<file path="src/design/ps2mq_pkg.sv">
// ============================================================================
// PS/2 mouse packet queue package
// Shared sizes, status byte bit positions and the event record layout.
// ============================================================================
`default_nettype none

package ps2mq_pkg;

    // Ring queue size. The queue holds at most QUEUE_DEPTH-1 events.
    localparam int QUEUE_DEPTH = 32;
    localparam int PTR_W       = (QUEUE_DEPTH > 1) ? $clog2(QUEUE_DEPTH) : 1;

    // Field widths.
    localparam int BYTE_W = 8;
    localparam int DX_W   = 9;
    localparam int DY_W   = 10;
    localparam int BTN_W  = 3;

    // Bit positions in the status byte.
    localparam int SYNC_BIT  = 3;
    localparam int XSIGN_BIT = 4;
    localparam int YSIGN_BIT = 5;

    // Command codes.
    localparam logic CMD_RX_BYTE = 1'b0;
    localparam logic CMD_POLL    = 1'b1;

    // One decoded mouse event, packed as stored in the queue:
    // delta_x in bits 8:0, delta_y in bits 18:9, buttons in bits 21:19.
    typedef struct packed {
        logic [BTN_W-1:0] buttons;
        logic [DY_W-1:0]  delta_y;
        logic [DX_W-1:0]  delta_x;
    } event_t;

    // Next ring index with wrap at the queue depth.
    function automatic logic [PTR_W-1:0] ring_next(input logic [PTR_W-1:0] ptr);
        logic [PTR_W-1:0] nxt;
        if (ptr == PTR_W'(QUEUE_DEPTH - 1)) begin
            nxt = '0;
        end else begin
            nxt = ptr + PTR_W'(1);
        end
        return nxt;
    endfunction

endpackage

`default_nettype wire

</file>
<file path="src/design/ps2_mouse_packet_queue.sv">
// A poll beat is held in the input register, and its result is loaded from there
// into the output register. Throughput: one beat per cycle. A poll waits in the
// input register while a result beat is held, so s_ready then follows m_ready.
// Bytes give no result. Reset clears the packet state, the queue pointers and
// both valid flags; queue storage is not cleared.
// ============================================================================
// PS/2 mouse packet queue
// Decodes 3-byte PS/2 mouse packets into events, queues them and returns
// the oldest event for each poll beat.
// ============================================================================
`default_nettype none

module ps2_mouse_packet_queue (
    input  wire logic                                aclk,
    input  wire logic                                aresetn,
    // Input channel
    input  wire logic                                s_valid,
    output logic                                     s_ready,
    input  wire logic                                s_command,
    input  wire logic [ps2mq_pkg::BYTE_W-1:0]        s_rx_byte,
    // Result channel
    output logic                                     m_valid,
    input  wire logic                                m_ready,
    output logic                                     m_event_found,
    output logic signed [ps2mq_pkg::DX_W-1:0]        m_delta_x,
    output logic signed [ps2mq_pkg::DY_W-1:0]        m_delta_y,
    output logic [ps2mq_pkg::BTN_W-1:0]              m_buttons
);

    logic                          in_valid_reg;
    logic                          in_cmd_reg;
    logic [ps2mq_pkg::BYTE_W-1:0]  in_byte_reg;
    logic                          out_valid_reg, out_valid_next;
    logic                          found_reg;
    logic                          out_free;
    logic                          fire;
    logic                          is_poll;
    logic                          byte_fire;
    logic                          poll_fire;
    logic                          evt_valid;
    logic                          empty;
    ps2mq_pkg::event_t             evt;
    ps2mq_pkg::event_t             pop_evt;

    // A byte beat always completes; a poll beat needs room in the result register.
    assign out_free  = !out_valid_reg || m_ready;
    assign is_poll   = (in_cmd_reg == ps2mq_pkg::CMD_POLL);
    assign fire      = in_valid_reg && (!is_poll || out_free);
    assign byte_fire = fire && !is_poll;
    assign poll_fire = fire && is_poll;
    assign s_ready   = !in_valid_reg || fire;

    // Input register.
    always_ff @(posedge aclk) begin
        if (!aresetn) begin
            in_valid_reg <= 1'b0;
        end else if (s_ready) begin
            in_valid_reg <= s_valid;
        end
    end

    always_ff @(posedge aclk) begin
        if (s_ready && s_valid) begin
            in_cmd_reg  <= s_command;
            in_byte_reg <= s_rx_byte;
        end
    end

    ps2mq_packet_decode u_decode (
        .aclk       (aclk),
        .aresetn    (aresetn),
        .byte_valid (byte_fire),
        .byte_data  (in_byte_reg),
        .evt_valid  (evt_valid),
        .evt        (evt)
    );

    ps2mq_event_ring u_ring (
        .aclk     (aclk),
        .aresetn  (aresetn),
        .push     (evt_valid),
        .push_evt (evt),
        .pop      (poll_fire),
        .empty    (empty),
        .pop_evt  (pop_evt)
    );

    // Result register valid flag.
    always_comb begin
        out_valid_next = out_valid_reg;
        if (m_ready) begin
            out_valid_next = 1'b0;
        end
        if (poll_fire) begin
            out_valid_next = 1'b1;
        end
    end

    always_ff @(posedge aclk) begin
        if (!aresetn) begin
            out_valid_reg <= 1'b0;
        end else begin
            out_valid_reg <= out_valid_next;
        end
    end

    always_ff @(posedge aclk) begin
        if (poll_fire) begin
            found_reg <= !empty;
        end
    end

    // Result beat; an empty poll returns zero fields.
    assign m_valid       = out_valid_reg;
    assign m_event_found = found_reg;
    assign m_delta_x     = found_reg ? $signed(pop_evt.delta_x) : '0;
    assign m_delta_y     = found_reg ? $signed(pop_evt.delta_y) : '0;
    assign m_buttons     = found_reg ? pop_evt.buttons : '0;

endmodule

`default_nettype wire

</file>
<file path="src/design/ps2mq_packet_decode.sv">
// ============================================================================
// PS/2 mouse packet decoder
// Gathers status, X and Y bytes into a packet and forms one event on the
// cycle the Y byte is taken. Keeps packet alignment through the sync bit.
// ============================================================================
`default_nettype none

module ps2mq_packet_decode (
    input  wire logic                         aclk,
    input  wire logic                         aresetn,
    input  wire logic                         byte_valid,
    input  wire logic [ps2mq_pkg::BYTE_W-1:0] byte_data,
    output logic                              evt_valid,
    output ps2mq_pkg::event_t                 evt
);

    // Position of the next byte in the packet.
    localparam logic [1:0] POS_STATUS = 2'd0;
    localparam logic [1:0] POS_X      = 2'd1;
    localparam logic [1:0] POS_Y      = 2'd2;

    logic [1:0]                    pos_reg,    pos_next;
    logic [ps2mq_pkg::BYTE_W-1:0]  status_reg, status_next;
    logic [ps2mq_pkg::BYTE_W-1:0]  x_reg,      x_next;
    logic [ps2mq_pkg::DY_W-1:0]    y_ext;

    // Packet assembly. A status byte without the sync bit is dropped.
    always_comb begin
        pos_next    = pos_reg;
        status_next = status_reg;
        x_next      = x_reg;
        evt_valid   = 1'b0;
        if (byte_valid) begin
            case (pos_reg)
                POS_STATUS: begin
                    if (byte_data[ps2mq_pkg::SYNC_BIT]) begin
                        status_next = byte_data;
                        pos_next    = POS_X;
                    end
                end
                POS_X: begin
                    x_next   = byte_data;
                    pos_next = POS_Y;
                end
                POS_Y: begin
                    pos_next  = POS_STATUS;
                    evt_valid = 1'b1;
                end
                default: begin
                    pos_next = POS_STATUS;
                end
            endcase
        end
    end

    // Event fields. The sign bit joined above the byte gives value - 256
    // when set; Y is negated so that down on the screen is positive.
    assign y_ext = {status_reg[ps2mq_pkg::YSIGN_BIT], status_reg[ps2mq_pkg::YSIGN_BIT],
                    byte_data};

    always_comb begin
        evt.delta_x = {status_reg[ps2mq_pkg::XSIGN_BIT], x_reg};
        evt.delta_y = ps2mq_pkg::DY_W'(0) - y_ext;
        evt.buttons = status_reg[ps2mq_pkg::BTN_W-1:0];
    end

    // Packet state registers.
    always_ff @(posedge aclk) begin
        if (!aresetn) begin
            pos_reg    <= POS_STATUS;
            status_reg <= '0;
            x_reg      <= '0;
        end else begin
            pos_reg    <= pos_next;
            status_reg <= status_next;
            x_reg      <= x_next;
        end
    end

endmodule

`default_nettype wire

</file>
<file path="src/design/ps2mq_top_queue_note.sv">
// ============================================================================
// PS/2 mouse event ring queue
// Ring buffer of decoded events with one write port and one registered read.
// ============================================================================
`default_nettype none

module ps2mq_event_ring (
    input  wire logic                          aclk,
    input  wire logic                          aresetn,
    input  wire logic                          push,
    input  wire ps2mq_pkg::event_t             push_evt,
    input  wire logic                          pop,
    output logic                               empty,
    output ps2mq_pkg::event_t                  pop_evt
);

    ps2mq_pkg::event_t              mem [ps2mq_pkg::QUEUE_DEPTH];
    logic [ps2mq_pkg::PTR_W-1:0]    wr_ptr_reg, wr_ptr_next;
    logic [ps2mq_pkg::PTR_W-1:0]    rd_ptr_reg, rd_ptr_next;
    logic                           full;

    // Occupancy. One slot stays unused so that full and empty differ.
    assign empty = (rd_ptr_reg == wr_ptr_reg);
    assign full  = (ps2mq_pkg::ring_next(wr_ptr_reg) == rd_ptr_reg);

    // Pointer updates. A push into a full queue is dropped.
    always_comb begin
        wr_ptr_next = wr_ptr_reg;
        rd_ptr_next = rd_ptr_reg;
        if (push && !full) begin
            wr_ptr_next = ps2mq_pkg::ring_next(wr_ptr_reg);
        end
        if (pop && !empty) begin
            rd_ptr_next = ps2mq_pkg::ring_next(rd_ptr_reg);
        end
    end

    always_ff @(posedge aclk) begin
        if (!aresetn) begin
            wr_ptr_reg <= '0;
            rd_ptr_reg <= '0;
        end else begin
            wr_ptr_reg <= wr_ptr_next;
            rd_ptr_reg <= rd_ptr_next;
        end
    end

    // Storage write port.
    always_ff @(posedge aclk) begin
        if (push && !full) begin
            mem[wr_ptr_reg] <= push_evt;
        end
    end

    // Registered read; the data holds until the next pop.
    always_ff @(posedge aclk) begin
        if (pop) begin
            pop_evt <= mem[rd_ptr_reg];
        end
    end

endmodule

`default_nettype wire
</file>
<file path="config.mk">
export PLATFORM = sky130hd
export DESIGN_NAME = ps2_mouse_packet_queue
export DESIGN_NICKNAME = d
export VERILOG_FILES = /design/src/design/ps2mq_pkg.sv /design/src/design/ps2_mouse_packet_queue.sv /design/src/design/ps2mq_packet_decode.sv /design/src/design/ps2mq_top_queue_note.sv
export SDC_FILE = /design/constraint.sdc
export NUM_CORES = 1
export LEC_CHECK = 0
export BUFFER_PORTS_ARGS = -buffer_cell sky130_fd_sc_hd__buf_2
export CAP_MARGIN = 25
export CORE_ASPECT_RATIO = 0.5
export CORE_MARGIN = 8
export CORE_UTILIZATION = 35
export DETAILED_ROUTE_END_ITERATION = 8
export PLACE_DENSITY_LB_ADDON = 0.15
export SLEW_MARGIN = 20
export SYNTH_ARGS = -nofsm -noshare
export SYNTH_HDL_FRONTEND = slang
export SYNTH_SLANG_ARGS = --single-unit
</file>
<file path="constraint.sdc">
create_clock -name aclk -period 3.95 [get_ports aclk]
set_clock_uncertainty 0.15 [all_clocks]
set_input_delay 0.79 -clock aclk [delete_from_list [all_inputs] [get_ports aclk]]
set_output_delay 0.79 -clock aclk [all_outputs]
set_load 0.05 [all_outputs]
</file>
==> results of run 1 <==
-- metal layers --
layer / wire, µm / share of wire / vias up / GRT usage
li1: - / - / 5680 / -
met1: 35100 / 0.45 / 7509 / 0.235
met2: 36300 / 0.47 / 448 / 0.255
met3: 4660 / 0.060 / 74 / 0.0345
met4: 1200 / 0.015 / 2 / 0.0358
met5: 13 / 0.00017 / - / 0
-- final timing paths --
kind / from / to / slack [ps] / cells past startpoint
max: u_ring.rd_ptr_reg[1]$_SDFFE_PN0P_ / u_ring.pop_evt[19]$_DFFE_PP_ / 700 / 4
min: s_rx_byte[5] / in_byte_reg[5]$_DFFE_PP_ / 180 / 1
max reg2reg: u_ring.rd_ptr_reg[1]$_SDFFE_PN0P_ / u_ring.pop_evt[19]$_DFFE_PP_ / 700 / 4
min reg2reg: u_decode.pos_reg[1]$_SDFFE_PN0P_ / u_decode.pos_reg[1]$_SDFFE_PN0P_ / 340 / 2
-- final cells by class --
type                    instances  area share
repair buffers                121      0.0365
clock buffers                  91      0.0557
inverters                       8    0.000874
well taps                    1116      0.0406
flip-flops and latches        763       0.660
multi-input cells             445       0.192
clock inverters                35      0.0151
-- Yosys cell counts, drive strengths merged (2+ instances only) --
cell type	instances
a21oi	17
a31oi	2
and2	24
and3	37
and3b	2
buf	39
clkbuf	29
dfxtp	27
edfxtp	736
ha	8
inv	8
mux2	22
mux2i	11
mux4	220
nand2	32
nand2b	2
nand3	3
nor2	18
nor2b	3
nor3	5
nor3b	5
o21ai	4
xnor2	8
xor2	10
-- metrics by stage --
stage / cell area [µm²] / cells / util / hold slack [ps]
global placement: 31900 / 2452 / 0.382 / 310
floorplan: 29500 / 1284 / - / 295
global route: 34400 / 2579 / 0.411 / 150
detailed placement: 31900 / 2452 / 0.382 / 319
CTS: 34300 / 2578 / 0.411 / 124
finish: 34400 / 2579 / 0.411 / 183
-- cells in the final DEF (no fill, tap or decap), types with 22 or more instances in the layout --
cell type and instances:
edfxtp_1 736, mux4_2 220, clkbuf_16 74, buf_4 49
and3_1 37, buf_2 37, buf_12 35, nand2_1 32
and2_1 24, mux2_2 22
-- power by group --
part           internal [mW]  switching [mW]
sequential              8.83          0.0329
combinational         0.0345           0.144
clock                   4.29            2.98
-- kinds of logic after synthesis --
kind of cell,count (synthesis),share of synthesized area
DFF,763,0.768
muxes,253,0.180
and+or+nand+nor,135,0.0247
buffers and inverters,76,0.0117
AOI/OAI and AO/OA,31,0.00641
xor gates and xnor gates,18,0.00535
adders and majority gates,8,0.00340
-- critical path: cells and delay by family (launching register included) --
family / cells / cell delay, ps
multiplexers: 3 / 1320
buffers and inverters: 1 / 490
flip-flops: 1 / 1010
==> results.yml, run 1 <==
run_status:
  status: "finished, final reports clean"
setup_path:
  end_kind: "flip-flop"
  path_max_fanout: 58
  path_cells: "buf_4 > mux4_2 > mux4_2 > mux2_2"
  cp_data_required_time_ps: 4180
  setup.worst_path.class: "flip-flop to flip-flop"
  max_stage_delay_ps: 1010
  crit_top_cell: "mux4_2"
  crit_slowest_cell: "dfxtp_4"
  cp_data_arrival_time_ps: 3490
  critPathLaunchType: "flip-flop"
finish:
  n_fill_cell: 7235
  area_growth_pct: 16.6
  layout-drive-gt1-share: 0.334
  nets: 1431
  reg_top3: "u_ring.mem: 704 flops, u_ring.pop_evt: 22 flops"
  largest_register_ffs: 704
  ff_latch_area_um2: 22700
  diodes: 0
  multi_input_area_um2: 6580
  largest-register: "u_ring.mem"
synth:
  yosysTopAreaCellShare: 0.750
  ys_top_cells_by_area: "edfxtp_1 75%, mux4_2 17%, dfxtp_1 1.8%"
  async_flop_share: 0
  yosysTopAreaCell: "edfxtp_1"
  synthCells: 1284
  synth.cell_area_um2: 29500
  yosys_warnings: 0
  synth-edff-count: 736
  syn_area_per_cell_um2: 23.0
  ys_ff_latch: 763
  syn_nets: 1305
  ys.flop_type: "edfxtp_1"
  ys_types: 39
  ys_seq_area_frac: 0.768
pwr:
  p_per_area_nw_per_um2: 475
  max-vdd-ir-drop_v: 0.000273
  finalPower_mw: 16.3
  leakagePower_nw: 10.7
sta:
  setup_tns_ps: 0
  period_share: 0.823
  finalSetupViolCount: 0
  timing.fmax_mhz: 307
  period_needed_ps: 3250
  worst_pin_slew_ps: 1060
  fin_ws_ps: 698
  slew_violations: 0
  slew_headroom: 0.292
  hold_viol: 0
  grt_setup_unrepaired: "false"
clock_network:
  clockRootBuffer: "clkbuf_16"
  cts_resized: 0
  cts_buffers: 71
  cts_tree: "built"
  path_clk_slew_ps: 60
  cts_hold_buf: 0
  cts.htree.levels: 3
  cts_sinks: 763
  clock_path_buffers: 3
  cts_setup_buffers: 0
  clk-insertion-delay-late_ps: 640
die:
  initial_core_util: 0.353
  core.rowCount: 75
  core_um2: 83600
  chipHeight_um: 221
  die_width_um: 426
  dieArea_um2: 94300
  boundaryPins: 38
grt:
  grt_pass1_wl_um: 109000
  antenna_found_initial: 13
  grt_start_max_net_pins: 59
  track_usage: 0.163
  grt_pass1_vias: 14000
  grt_remaining_overflow: 0
placed_design:
  finalWeightedCongestion: 0.804
  dp_slack_ps: 625
  dp_hpwl_um: 48800
  portBuffers: 37
drt:
  dr.first_iter.drc_count: 1325
  antenna_left: 0
  drt_first_pass_iters: 4
  viasPerCell: 5.32
  via_count: 13700
  post-route-drc-count: 0
  wl_per_cell_um: 30.0
  wl_um: 77300
worst_hold_path:
  hp-class: "input pin to flip-flop"
flow_run:
  max-cap-violations: 0
No activity file was read; power rests on OpenSTA's default activity.
==> inputs of run 2 (changes only) <==
clock period = 3.2 ns   (was 3.95 ns; I/O delays follow)
==> run 2 against run 1 <==
Via count fell by 0.45%. Cell count rose by 2.2%. Die area stayed put. Non-clock buffer count grew 48. Sequential power rose by 23%. Final area rose by 2.3%. First-iteration DRC count shrank 19%.
==> results.yml, run 2 (synthesized netlist as in run 1, its figures left out) <==
sta:
  slew_violations: 0
  fin_ws_ps: 316
  timing.fmax_mhz: 347
  period_share: 0.901
  finalSetupViolCount: 0
  period_needed_ps: 2880
  grt_setup_unrepaired: "false"
  whs_ps: 40.7
  worst_pin_slew_ps: 660
  slew_headroom: 0.560
  hold_viol: 0
  setup_tns_ps: 0
clock_network:
  clock_path_buffers: 3
  cts_resized: 0
  cts_tree: "built"
  cts_hold_buf: 4
  cts_setup_buffers: 0
  cts_buffers: 72
  path_clk_slew_ps: 70
  clockRootBuffer: "clkbuf_16"
  cts_sinks: 763
  cts.htree.levels: 3
  clk-insertion-delay-late_ps: 630
drt:
  antenna_left: 0
  wl_um: 73700
  viasPerCell: 5.18
  via_count: 13700
  drt_first_pass_iters: 4
  dr.first_iter.drc_count: 1079
  post-route-drc-count: 0
  wl_per_cell_um: 28.0
pwr:
  seqPwrFrac: 0.546
  finalPower_mw: 20.0
  p_switching_mw: 3.90
  leakagePower_nw: 11.0
  p_per_area_nw_per_um2: 568
  max-vdd-ir-drop_v: 0.000329
  switching_share: 0.195
  combPwrFrac: 0.011
  p_clk_frac: 0.443
  internal_power_mw: 16.1
setup_path:
  cp_data_required_time_ps: 3360
  cp_data_arrival_time_ps: 3050
  setup.worst_path.class: "flip-flop to flip-flop"
  path_max_fanout: 35
  end_kind: "flip-flop"
  critPathLaunchType: "flip-flop"
finish:
  layout-drive-gt1-share: 0.370
  area_growth_pct: 19.3
  nets: 1480
  fin_area_um2: 35200
  final_cell_mix: "736 x edfxtp_1, 220 x mux4_2, 74 x clkbuf_16"
  n_fill_cell: 7104
  largest-register: "u_ring.mem"
  layout_commonest_cell: "edfxtp_1"
  reg_top3: "u_ring.mem: 704 flops, u_ring.pop_evt: 22 flops"
  largest_register_ffs: 704
grt:
  grt_remaining_overflow: 0
  grt_pass1_wl_um: 107000
  track_usage: 0.156
  antenna_found_initial: 1
  grt_start_max_net_pins: 49
  grt_pass1_vias: 14500
die:
  initial_core_util: 0.353
  boundaryPins: 38
  dieArea_um2: 94300
  core_um2: 83600
  die_width_um: 426
  chipHeight_um: 221
  core.rowCount: 75
placed_design:
  dpl_cell_area_um2: 32700
  dp_slack_ps: 335
  dp_hpwl_um: 46700
  portBuffers: 37
  finalWeightedCongestion: 0.759
worst_hold_path:
  hp-class: "input pin to flip-flop"
flow_run:
  max-cap-violations: 0
run_status:
  status: "finished, final reports clean"
-- run 2: cell types whose count changed in the layout (fill, tap and decap cells not counted), sizes merged --
cell         change
buf             +43
dlygate4sd3      +4
inv              +1
diode            +2
clkinvlp         -2
clkbuf           +5
bufinv           -4
clkinv           +7
-- run 2: worst max-delay path, stage by stage (launching register included) --
cell and delay (ps):
dfxtp_1 320, ha_1 200, and3_1 180, ha_1 270
nor2b_1 170, mux2i_1 130, xor2_1 190, a21boi_2 270
buf_12 210, and3_2 240, buf_4 240
-- run 2: worst paths after layout --
path	startpoint	end	slack, ps	depth (start not counted)
setup / recovery	u_ring.wr_ptr_reg[0]$_SDFFE_PN0P_	u_ring.mem[5][8]$_DFFE_PP_	320	10
hold reg to reg	u_decode.pos_reg[1]$_SDFFE_PN0P_	u_decode.pos_reg[1]$_SDFFE_PN0P_	330	2
hold / removal	s_rx_byte[4]	in_byte_reg[4]$_DFFE_PP_	40	1
setup reg to reg	u_ring.wr_ptr_reg[0]$_SDFFE_PN0P_	u_ring.mem[5][8]$_DFFE_PP_	320	10
-- run 2: final cells by class --
| class | instances | area (µm²) | share of cell area |
|---|---|---|---|
| diodes | 2 | 5.00 | 0.000142 |
| clock buffers | 95 | 1990 | 0.0566 |
| clock inverters | 37 | 457 | 0.0130 |
| inverters | 8 | 30.0 | 0.000854 |
| multi-input cells | 445 | 6640 | 0.189 |
| flip-flops and latches | 763 | 22700 | 0.644 |
| well taps | 1116 | 1400 | 0.0397 |
| repair buffers | 169 | 2000 | 0.0568 |
-- run 2: through the flow --
stage,std cells,util
after detailed placement,2496,0.391
after floorplan,1284,-
final,2635,0.421
after global routing,2633,0.421
after CTS,2632,0.421
after global placement,2496,0.391
-- run 2: power by group through the flow --
stage / registers, mW / logic (mW) / clock network, mW
6_report: 10.9 / 0.223 / 8.85
5_1_grt: 10.9 / 0.242 / 9.44
4_1_cts: 10.9 / 0.231 / 9.06
3_5_place_dp: 11.1 / 0.227 / 0
3_3_place_gp: 11.1 / 0.216 / 0
2_1_floorplan: 11.1 / 0.0920 / 0
-- run 2: per-layer routing --
layer / part of all wire / up-vias / GRT usage
li1: - / 5782 / -
met1: 0.46 / 7508 / 0.224
met2: 0.49 / 282 / 0.256
met3: 0.037 / 79 / 0.0230
met4: 0.014 / 0 / 0.0291
met5: 0 / - / 0
